--- src/sv/sjf_pkg.sv ---
package sjf_pkg;

  localparam int MAX_TASKS_DEF  = 32;
  localparam int BURST_BITS_DEF = 16;

  localparam int ID_W      = 6;
  localparam int BURST_W   = 16;
  localparam int TIME_W    = 21;
  localparam int TOTAL_W   = 26;
  localparam int ELAPSED_W = 22;
  localparam int ERR_W     = 2;

  localparam int FIELDS_W = ID_W + BURST_W + 2 * TIME_W + 2 * TOTAL_W;
  localparam int OUT_W    = ((FIELDS_W + 7) / 8) * 8;

  localparam logic MODE_ADD = 1'b0;
  localparam logic MODE_RUN = 1'b1;

  typedef enum logic [ERR_W-1:0] {
    ERR_NONE  = 2'd0,
    ERR_FULL  = 2'd1,
    ERR_EMPTY = 2'd2
  } err_e;

  typedef struct packed {
    logic shift;
    logic load;
  } cell_ctrl_t;

endpackage

--- src/sv/sjf_cell.sv ---
module sjf_cell #(
  parameter int BURST_BITS = sjf_pkg::BURST_BITS_DEF
) (
  input  logic                     clk_i,
  input  logic                     rst_ni,
  input  sjf_pkg::cell_ctrl_t      ctrl_i,
  input  logic                     nbr_valid_i,
  input  logic [BURST_BITS-1:0]    nbr_burst_i,
  input  logic [sjf_pkg::ID_W-1:0] nbr_id_i,
  input  logic [BURST_BITS-1:0]    load_burst_i,
  input  logic [sjf_pkg::ID_W-1:0] load_id_i,
  output logic                     valid_o,
  output logic [BURST_BITS-1:0]    burst_o,
  output logic [sjf_pkg::ID_W-1:0] id_o
);
  import sjf_pkg::*;

  logic                  valid_q;
  logic [BURST_BITS-1:0] burst_q;
  logic [ID_W-1:0]       id_q;

  always_ff @(posedge clk_i or negedge rst_ni) begin
    if (!rst_ni) begin
      valid_q <= 1'b0;
    end else if (ctrl_i.load) begin
      valid_q <= 1'b1;
    end else if (ctrl_i.shift) begin
      valid_q <= nbr_valid_i;
    end
  end

  always_ff @(posedge clk_i) begin
    if (ctrl_i.load) begin
      burst_q <= load_burst_i;
      id_q    <= load_id_i;
    end else if (ctrl_i.shift) begin
      burst_q <= nbr_burst_i;
      id_q    <= nbr_id_i;
    end
  end

  assign valid_o = valid_q;
  assign burst_o = burst_q;
  assign id_o    = id_q;

endmodule

--- src/sv/shortest_job_first_scheduler.sv ---
// Channel  Dir  tdata (low bit up)                              tuser   tlast
// s_axis   in   burst[15:0]                                     mode    -
// m_axis   out  task_id, task_burst, start_time, finish_time,   error   last
//               total_wait, total_turnaround, 4 zero bits
// A run, for each dispatched task, rotates the whole ring of cells past the
// comparator at its head, then rotates on to bring the chosen cell to the
// head and drops it. Reset clears the valid bits, the task count and the
// controller; stored bursts and ids are not reset. A full output register
// holds the controller.
module shortest_job_first_scheduler #(
  parameter int MAX_TASKS  = sjf_pkg::MAX_TASKS_DEF,
  parameter int BURST_BITS = sjf_pkg::BURST_BITS_DEF
) (
  input  logic                      clk_i,
  input  logic                      rst_ni,
  input  logic                      s_axis_tvalid_i,
  output logic                      s_axis_tready_o,
  input  logic [sjf_pkg::BURST_W-1:0] s_axis_tdata_i,  // burst
  input  logic                      s_axis_tuser_i,  // mode
  output logic                      m_axis_tvalid_o,
  input  logic                      m_axis_tready_i,
  // task_id, task_burst, start_time, finish_time, total_wait, total_turnaround
  output logic [sjf_pkg::OUT_W-1:0] m_axis_tdata_o,
  output logic [sjf_pkg::ERR_W-1:0] m_axis_tuser_o,  // error
  output logic                      m_axis_tlast_o
);
  import sjf_pkg::*;

  localparam int BW = (BURST_BITS < BURST_W) ? BURST_BITS : BURST_W;
  localparam int IW = $clog2(MAX_TASKS);
  localparam int CW = $clog2(MAX_TASKS + 1);

  typedef enum logic [3:0] {
    ST_IDLE = 4'b0001,
    ST_EXEC = 4'b0010,
    ST_SCAN = 4'b0100,
    ST_SEEK = 4'b1000
  } state_e;

  state_e state_q, state_d;
  logic [CW-1:0]        count_q, count_d;
  logic [IW-1:0]        cnt_q, cnt_d;
  logic [IW-1:0]        best_off_q, best_off_d;
  logic [BW-1:0]        best_burst_q, best_burst_d;
  logic [ID_W-1:0]      best_id_q, best_id_d;
  logic                 found_q, found_d;
  logic [ELAPSED_W-1:0] elapsed_q, elapsed_d;
  logic [TOTAL_W-1:0]   tw_q, tw_d;
  logic [TOTAL_W-1:0]   tt_q, tt_d;

  logic          item_mode_q;
  logic [BW-1:0] item_burst_q;

  logic             m_valid_q;
  logic [OUT_W-1:0] m_data_q, out_data_d;
  err_e             m_err_q, out_err_d;
  logic             m_last_q, out_last_d;
  logic             out_load;
  logic             out_free;

  logic                 rotate;
  logic                 kill;
  logic                 add_we;
  logic [ELAPSED_W-1:0] fin;

  logic            cell_valid [MAX_TASKS];
  logic [BW-1:0]   cell_burst [MAX_TASKS];
  logic [ID_W-1:0] cell_id    [MAX_TASKS];

  assign s_axis_tready_o = (state_q == ST_IDLE);
  assign out_free        = !m_valid_q || m_axis_tready_i;
  assign fin             = elapsed_q + ELAPSED_W'(best_burst_q);

  for (genvar i = 0; i < MAX_TASKS; i++) begin : g_cell
    cell_ctrl_t ctrl;
    logic            nbr_valid;
    logic [BW-1:0]   nbr_burst;
    logic [ID_W-1:0] nbr_id;

    assign ctrl.shift = rotate;
    assign ctrl.load  = add_we && (count_q[IW-1:0] == IW'(i));

    if (i == MAX_TASKS - 1) begin : g_wrap
      assign nbr_valid = cell_valid[0] && !kill;
      assign nbr_burst = cell_burst[0];
      assign nbr_id    = cell_id[0];
    end else begin : g_link
      assign nbr_valid = cell_valid[i+1];
      assign nbr_burst = cell_burst[i+1];
      assign nbr_id    = cell_id[i+1];
    end

    sjf_cell #(
      .BURST_BITS(BW)
    ) u_cell (
      .clk_i       (clk_i),
      .rst_ni      (rst_ni),
      .ctrl_i      (ctrl),
      .nbr_valid_i (nbr_valid),
      .nbr_burst_i (nbr_burst),
      .nbr_id_i    (nbr_id),
      .load_burst_i(item_burst_q),
      .load_id_i   (ID_W'(count_q + CW'(1))),
      .valid_o     (cell_valid[i]),
      .burst_o     (cell_burst[i]),
      .id_o        (cell_id[i])
    );
  end

  always_comb begin
    state_d      = state_q;
    count_d      = count_q;
    cnt_d        = cnt_q;
    best_off_d   = best_off_q;
    best_burst_d = best_burst_q;
    best_id_d    = best_id_q;
    found_d      = found_q;
    elapsed_d    = elapsed_q;
    tw_d         = tw_q;
    tt_d         = tt_q;
    rotate       = 1'b0;
    kill         = 1'b0;
    add_we       = 1'b0;
    out_load     = 1'b0;
    out_data_d   = '0;
    out_err_d    = ERR_NONE;
    out_last_d   = 1'b1;

    unique case (state_q)
      ST_IDLE: begin
        if (s_axis_tvalid_i) begin
          state_d = ST_EXEC;
        end
      end
      ST_EXEC: begin
        if (out_free) begin
          if (item_mode_q == MODE_ADD) begin
            out_load = 1'b1;
            state_d  = ST_IDLE;
            if (count_q == CW'(MAX_TASKS)) begin
              out_err_d = ERR_FULL;
            end else begin
              add_we     = 1'b1;
              count_d    = count_q + CW'(1);
              out_data_d = OUT_W'({BURST_W'(item_burst_q), ID_W'(count_q + CW'(1))});
            end
          end else if (count_q == '0) begin
            out_load  = 1'b1;
            out_err_d = ERR_EMPTY;
            state_d   = ST_IDLE;
          end else begin
            elapsed_d = '0;
            tw_d      = '0;
            tt_d      = '0;
            cnt_d     = '0;
            found_d   = 1'b0;
            state_d   = ST_SCAN;
          end
        end
      end
      ST_SCAN: begin
        rotate = 1'b1;
        if (cell_valid[0] && (!found_q || cell_burst[0] < best_burst_q)) begin
          found_d      = 1'b1;
          best_off_d   = cnt_q;
          best_burst_d = cell_burst[0];
          best_id_d    = cell_id[0];
        end
        if (cnt_q == IW'(MAX_TASKS - 1)) begin
          cnt_d   = '0;
          state_d = ST_SEEK;
        end else begin
          cnt_d = cnt_q + IW'(1);
        end
      end
      ST_SEEK: begin
        if (cnt_q == best_off_q) begin
          if (out_free) begin
            rotate     = 1'b1;
            kill       = 1'b1;
            out_load   = 1'b1;
            out_last_d = (count_q == CW'(1));
            out_data_d = OUT_W'({tt_q + TOTAL_W'(fin), tw_q + TOTAL_W'(elapsed_q),
                                 fin[TIME_W-1:0], elapsed_q[TIME_W-1:0],
                                 BURST_W'(best_burst_q), best_id_q});
            elapsed_d  = fin;
            tw_d       = tw_q + TOTAL_W'(elapsed_q);
            tt_d       = tt_q + TOTAL_W'(fin);
            count_d    = count_q - CW'(1);
            found_d    = 1'b0;
            cnt_d      = '0;
            state_d    = (count_q == CW'(1)) ? ST_IDLE : ST_SCAN;
          end
        end else begin
          rotate = 1'b1;
          cnt_d  = cnt_q + IW'(1);
        end
      end
      default: begin
        state_d = ST_IDLE;
      end
    endcase
  end

  always_ff @(posedge clk_i or negedge rst_ni) begin
    if (!rst_ni) begin
      state_q   <= ST_IDLE;
      count_q   <= '0;
      cnt_q     <= '0;
      found_q   <= 1'b0;
      m_valid_q <= 1'b0;
    end else begin
      state_q <= state_d;
      count_q <= count_d;
      cnt_q   <= cnt_d;
      found_q <= found_d;
      if (out_load) begin
        m_valid_q <= 1'b1;
      end else if (m_axis_tready_i) begin
        m_valid_q <= 1'b0;
      end
    end
  end

  always_ff @(posedge clk_i) begin
    best_off_q   <= best_off_d;
    best_burst_q <= best_burst_d;
    best_id_q    <= best_id_d;
    elapsed_q    <= elapsed_d;
    tw_q         <= tw_d;
    tt_q         <= tt_d;
    if (s_axis_tvalid_i && s_axis_tready_o) begin
      item_mode_q  <= s_axis_tuser_i;
      item_burst_q <= s_axis_tdata_i[BW-1:0];
    end
    if (out_load) begin
      m_data_q <= out_data_d;
      m_err_q  <= out_err_d;
      m_last_q <= out_last_d;
    end
  end

  assign m_axis_tvalid_o = m_valid_q;
  assign m_axis_tdata_o  = m_data_q;
  assign m_axis_tuser_o  = m_err_q;
  assign m_axis_tlast_o  = m_last_q;

endmodule
--- config.mk ---
export PLATFORM = sky130hd
export DESIGN_NAME = shortest_job_first_scheduler
export DESIGN_NICKNAME = d
export VERILOG_FILES = /design/src/sv/sjf_pkg.sv /design/src/sv/sjf_cell.sv /design/src/sv/shortest_job_first_scheduler.sv
export SDC_FILE = /design/constraint.sdc
export NUM_CORES = 1
export LEC_CHECK = 0
export BUFFER_PORTS_ARGS = -buffer_cell sky130_fd_sc_hd__buf_2
export CORE_ASPECT_RATIO = 0.6
export CORE_MARGIN = 2
export CORE_UTILIZATION = 60
export DETAILED_ROUTE_END_ITERATION = 8
export GPL_ROUTABILITY_DRIVEN = 0
export MAX_ROUTING_LAYER = met4
export PLACE_DENSITY_LB_ADDON = 0.08
export SLEW_MARGIN = 20
export SYNTH_ARGS = -nofsm -noshare
export SYNTH_HDL_FRONTEND = slang
export SYNTH_SLANG_ARGS = --single-unit
export TNS_END_PERCENT = 20
--- constraint.sdc ---
create_clock -name clk_i -period 13.15 [get_ports clk_i]
set_input_delay 1.9725 -clock clk_i [delete_from_list [all_inputs] [get_ports clk_i]]
set_output_delay 1.9725 -clock clk_i [all_outputs]
set_load 0.005 [all_outputs]
==> flow_summary.yaml <==
critical_path:
  crit_type: "in -> reg"
  cp-end-kind: "register"
  crit_fanout: 27
  cp_data_required_time_ns: 13.42
  timing.rr.start: "elapsed_q[4]"
  setup.worst_path.start: "m_axis_tready_i"
  crit_chain: "buf_2, nand2b_1, nand2_1, nor2_1, nand2_1, nor3_4, nand3_1, nand2_1"
  critPathArrivalTime_ns: 5.75
  worstSetupStartpointType: "input pin"
  critPathBufInv: 1
  max_stage_delay_ns: 1.01
  crit_top_cell: "nand2_1"
  r2r-end: "m_axis_tdata_o[115]"
  cpMaxStageDelayCell: "nand2_1"
  cpLargestDelayFamily: "simple AND/OR/NAND/NOR gates"
  reg2reg_depth: 17
  r2r_slack_ns: 7.68
timing:
  worstMarginPinSlew_ns: 1.12
  max_freq_ghz: 0.182
  timing.slew.headroom_pct: 24.7
  finalSetupViolations: 0
  maxSlewViolCount: 0
  tns_ns: 0
  finalHoldViolations: 0
  clock_skew_ns: 0.0183
  min_period_over_period_pct: 41.7
  period_needed_ns: 5.48
  worst_slack_ns: 7.67
  rsz0062_at_grt: "no"
synth:
  syn_area_per_cell_um2: 13.0
  synth-main-ff-cell: "edfxtp_1"
  synth_seq_cells: 990
  yosysTopAreaCellShare_pct: 64.4
  postSynth.asyncResetShare_pct: 4.95
  syn_area_um2: 43800
  yosys-top-cells-area: "edfxtp_1 (64%), mux2_2 (9.3%), nand2_1 (6.7%)"
  synth.distinct_cells: 61
  ys.warnings.count: 0
  synth-edff-count: 941
  synth_top_cell_by_area: "edfxtp_1"
  yosysSeqAreaShare_pct: 67.2
  syn_inst: 3378
cells_and_area:
  synthToLayoutAreaGrowth_pct: 10.2
  drive_gt1_share_pct: 20.2
  layout.nets: 3548
  multi_input_area_um2: 13400
  antenna_cells: 0
  stdcell_count: 4486
  fill_cells: 5191
  seqCellArea_um2: 29500
drt:
  drt-wirelength-per-cell_um: 23.7
  viasPerCell: 6.11
  num_vias: 27400
  drt_iter0_drc: 3180
  drt-total-wl_um: 107000
  firstDrtPassIters: 6
  drc: 0
  ant_nets: 0
place:
  io_buffers: 141
  placedCellCount: 4323
  dp_hpwl_um: 67400
  place_ws_ns: 7.07
die:
  die_h_um: 213
  core_um2: 72100
  die_w_um: 353
  fp-row-count: 76
  dieArea_um2: 75300
  io_pins: 146
  start_util_pct: 60.8
min_path:
  min_from: "g_cell[0].u_cell.id_o[1]"
  hold_class: "reg -> reg"
  holdPathEnd: "best_id_q[1]"
  whs_path_depth: 0
global_route:
  grt_busiest_layer: "met1"
  antenna_found_initial: 1
  use_met3_pct: 6.04
  grt_pass1_wl_um: 161000
  grt_util_met1_pct: 46.6
  groute.usage.overall_pct: 29.2
  gr-usage-met2_pct: 38.6
  grt_pass1_vias: 26100
  grt_max_degree: 76
  globalRouteOverflowTotal: 0
clock_network:
  cts_htree_levels: 3
  cts_tree: "yes"
  clock_sinks: 990
  cts_resized: 0
  cts-root-buf: "clkbuf_16"
  holdBufCountCts: 0
  clk_pin_slew_ns: 0.06
  cts-buffers-inserted: 89
  clockBufferDepth: 3
  insertion_delay_ns: 0.65
  post_cts_buffers: 0
job:
  cap_viol_max_count: 0
run_status:
  status: "completed"
power:
  vdd_drop_max_mv: 0.112
  powerDensity_nw_per_um2: 147
  cellLeakagePower_nw: 18.2
[per-stage QoR]
| stage | util [%] | hold slack (ns) | area (um2) | total power (W) |
|---|---|---|---|---|
| floorplan | - | 0.420 | 43900 | 0.00415 |
| global placement | 62.9 | 0.429 | 45400 | 0.00446 |
| detailed placement | 62.9 | 0.440 | 45400 | 0.00448 |
| CTS | 67.0 | 0.453 | 48300 | 0.00710 |
| global route | 67.0 | 0.473 | 48300 | 0.00730 |
| finish | 67.0 | 0.456 | 48300 | 0.00709 |
[report_power, final]
part           leakage [nW]  total [W]  switching (W)  internal (W)
Sequential             9.26    0.00361      0.0000699       0.00354
Combinational          7.56   0.000829       0.000608      0.000221
Clock                  1.41    0.00265        0.00115       0.00151
[final cells by class]
type | count | share of cell area, %
clock buffer | 121 | 5.07
clock inverter | 42 | 0.982
inverter | 57 | 0.443
multi-input combinational | 2114 | 27.8
sequential | 990 | 61.0
tap | 975 | 2.53
timing repair buffer | 187 | 2.18
[synth_stat cells, types with 3 or more instances]
master	number
a31o_2	3
nand3_1	75
mux2_2	364
mux2_1	27
nand3_2	3
buf_2	3
a22o_1	6
and2_1	51
o21bai_1	8
ha_1	85
o311ai_0	3
nor3b_1	5
a211oi_1	6
o21ai_0	207
o31ai_1	4
a21o_1	26
a21boi_0	4
and3_1	15
nand4_1	13
a21oi_1	66
a41oi_1	3
or2_2	6
or3_1	3
xor2_1	28
xnor2_1	45
o211ai_1	7
nor3_1	16
nand2_1	788
nor4_1	5
edfxtp_1	941
nor2b_1	23
nand2b_1	19
o21a_1	7
inv_1	57
buf_1	3
clkbuf_1	210
fa_1	3
nor2_1	154
a31oi_1	8
dfrtp_1	48
buf_4	4
[logic make-up after synthesis]
family	synth area share, %
AO/OA/AOI/OAI	4.82
XOR/XNOR	1.46
adder cells (fa/ha/maj)	2.56
buffers and inverters	2.41
flip-flops	67.2
multiplexers	10.0
other	0.00855
AND/OR/NAND/NOR	11.5
[placed cells by master (no fill, tap or decap), drive strengths merged, types with 7 or more instances in the layout]
master and instances:
a21o 26, ha 85, nand3 78, clkinv 25, buf 187, xnor2 45
o21bai 8, xor2 28, mux2 391, o21ai 208, nand2b 19, o211ai 7
nor2b 23, nor2 154, a31oi 8, and3 15, nand4 13, a21oi 66
edfxtp 941, nor3 18, nand2 788, o21a 7, and2 51, inv 58
bufinv 10, clkbuf 121, dfrtp 48
[state kept, by name, summed over array words and instances (netlist names), 6 cells and up]
name,count
best_burst_q,16
best_id_q,6
count_q,6
elapsed_q,22
g_cell.u_cell.burst_o,512
g_cell.u_cell.id_o,192
g_cell.u_cell.valid_o,32
item_burst_q,16
m_axis_tdata_o,116
tt_q,26
tw_q,26
[layer usage]
layer,up-vias,share of wire [%]
li1,12200,-
met1,13700,47
met2,1361,40
met3,140,11
met4,0,1.5
met5,-,0
[worst max-delay path by stage]
stage                                               end  cells past startpoint  slack (ns)
after detailed placement   g_cell[19].u_cell.burst_o[3]                      8        7.07
after global routing      g_cell[19].u_cell.burst_o[10]                      8        7.22
after CTS                 g_cell[19].u_cell.burst_o[10]                      8        7.77
after floorplan                       m_axis_tdata_o[0]                      4        1.60
final                     g_cell[19].u_cell.burst_o[10]                      8        7.67
after global placement     g_cell[19].u_cell.burst_o[0]                      8        7.20
No activity file was read; power rests on OpenSTA's default activity.
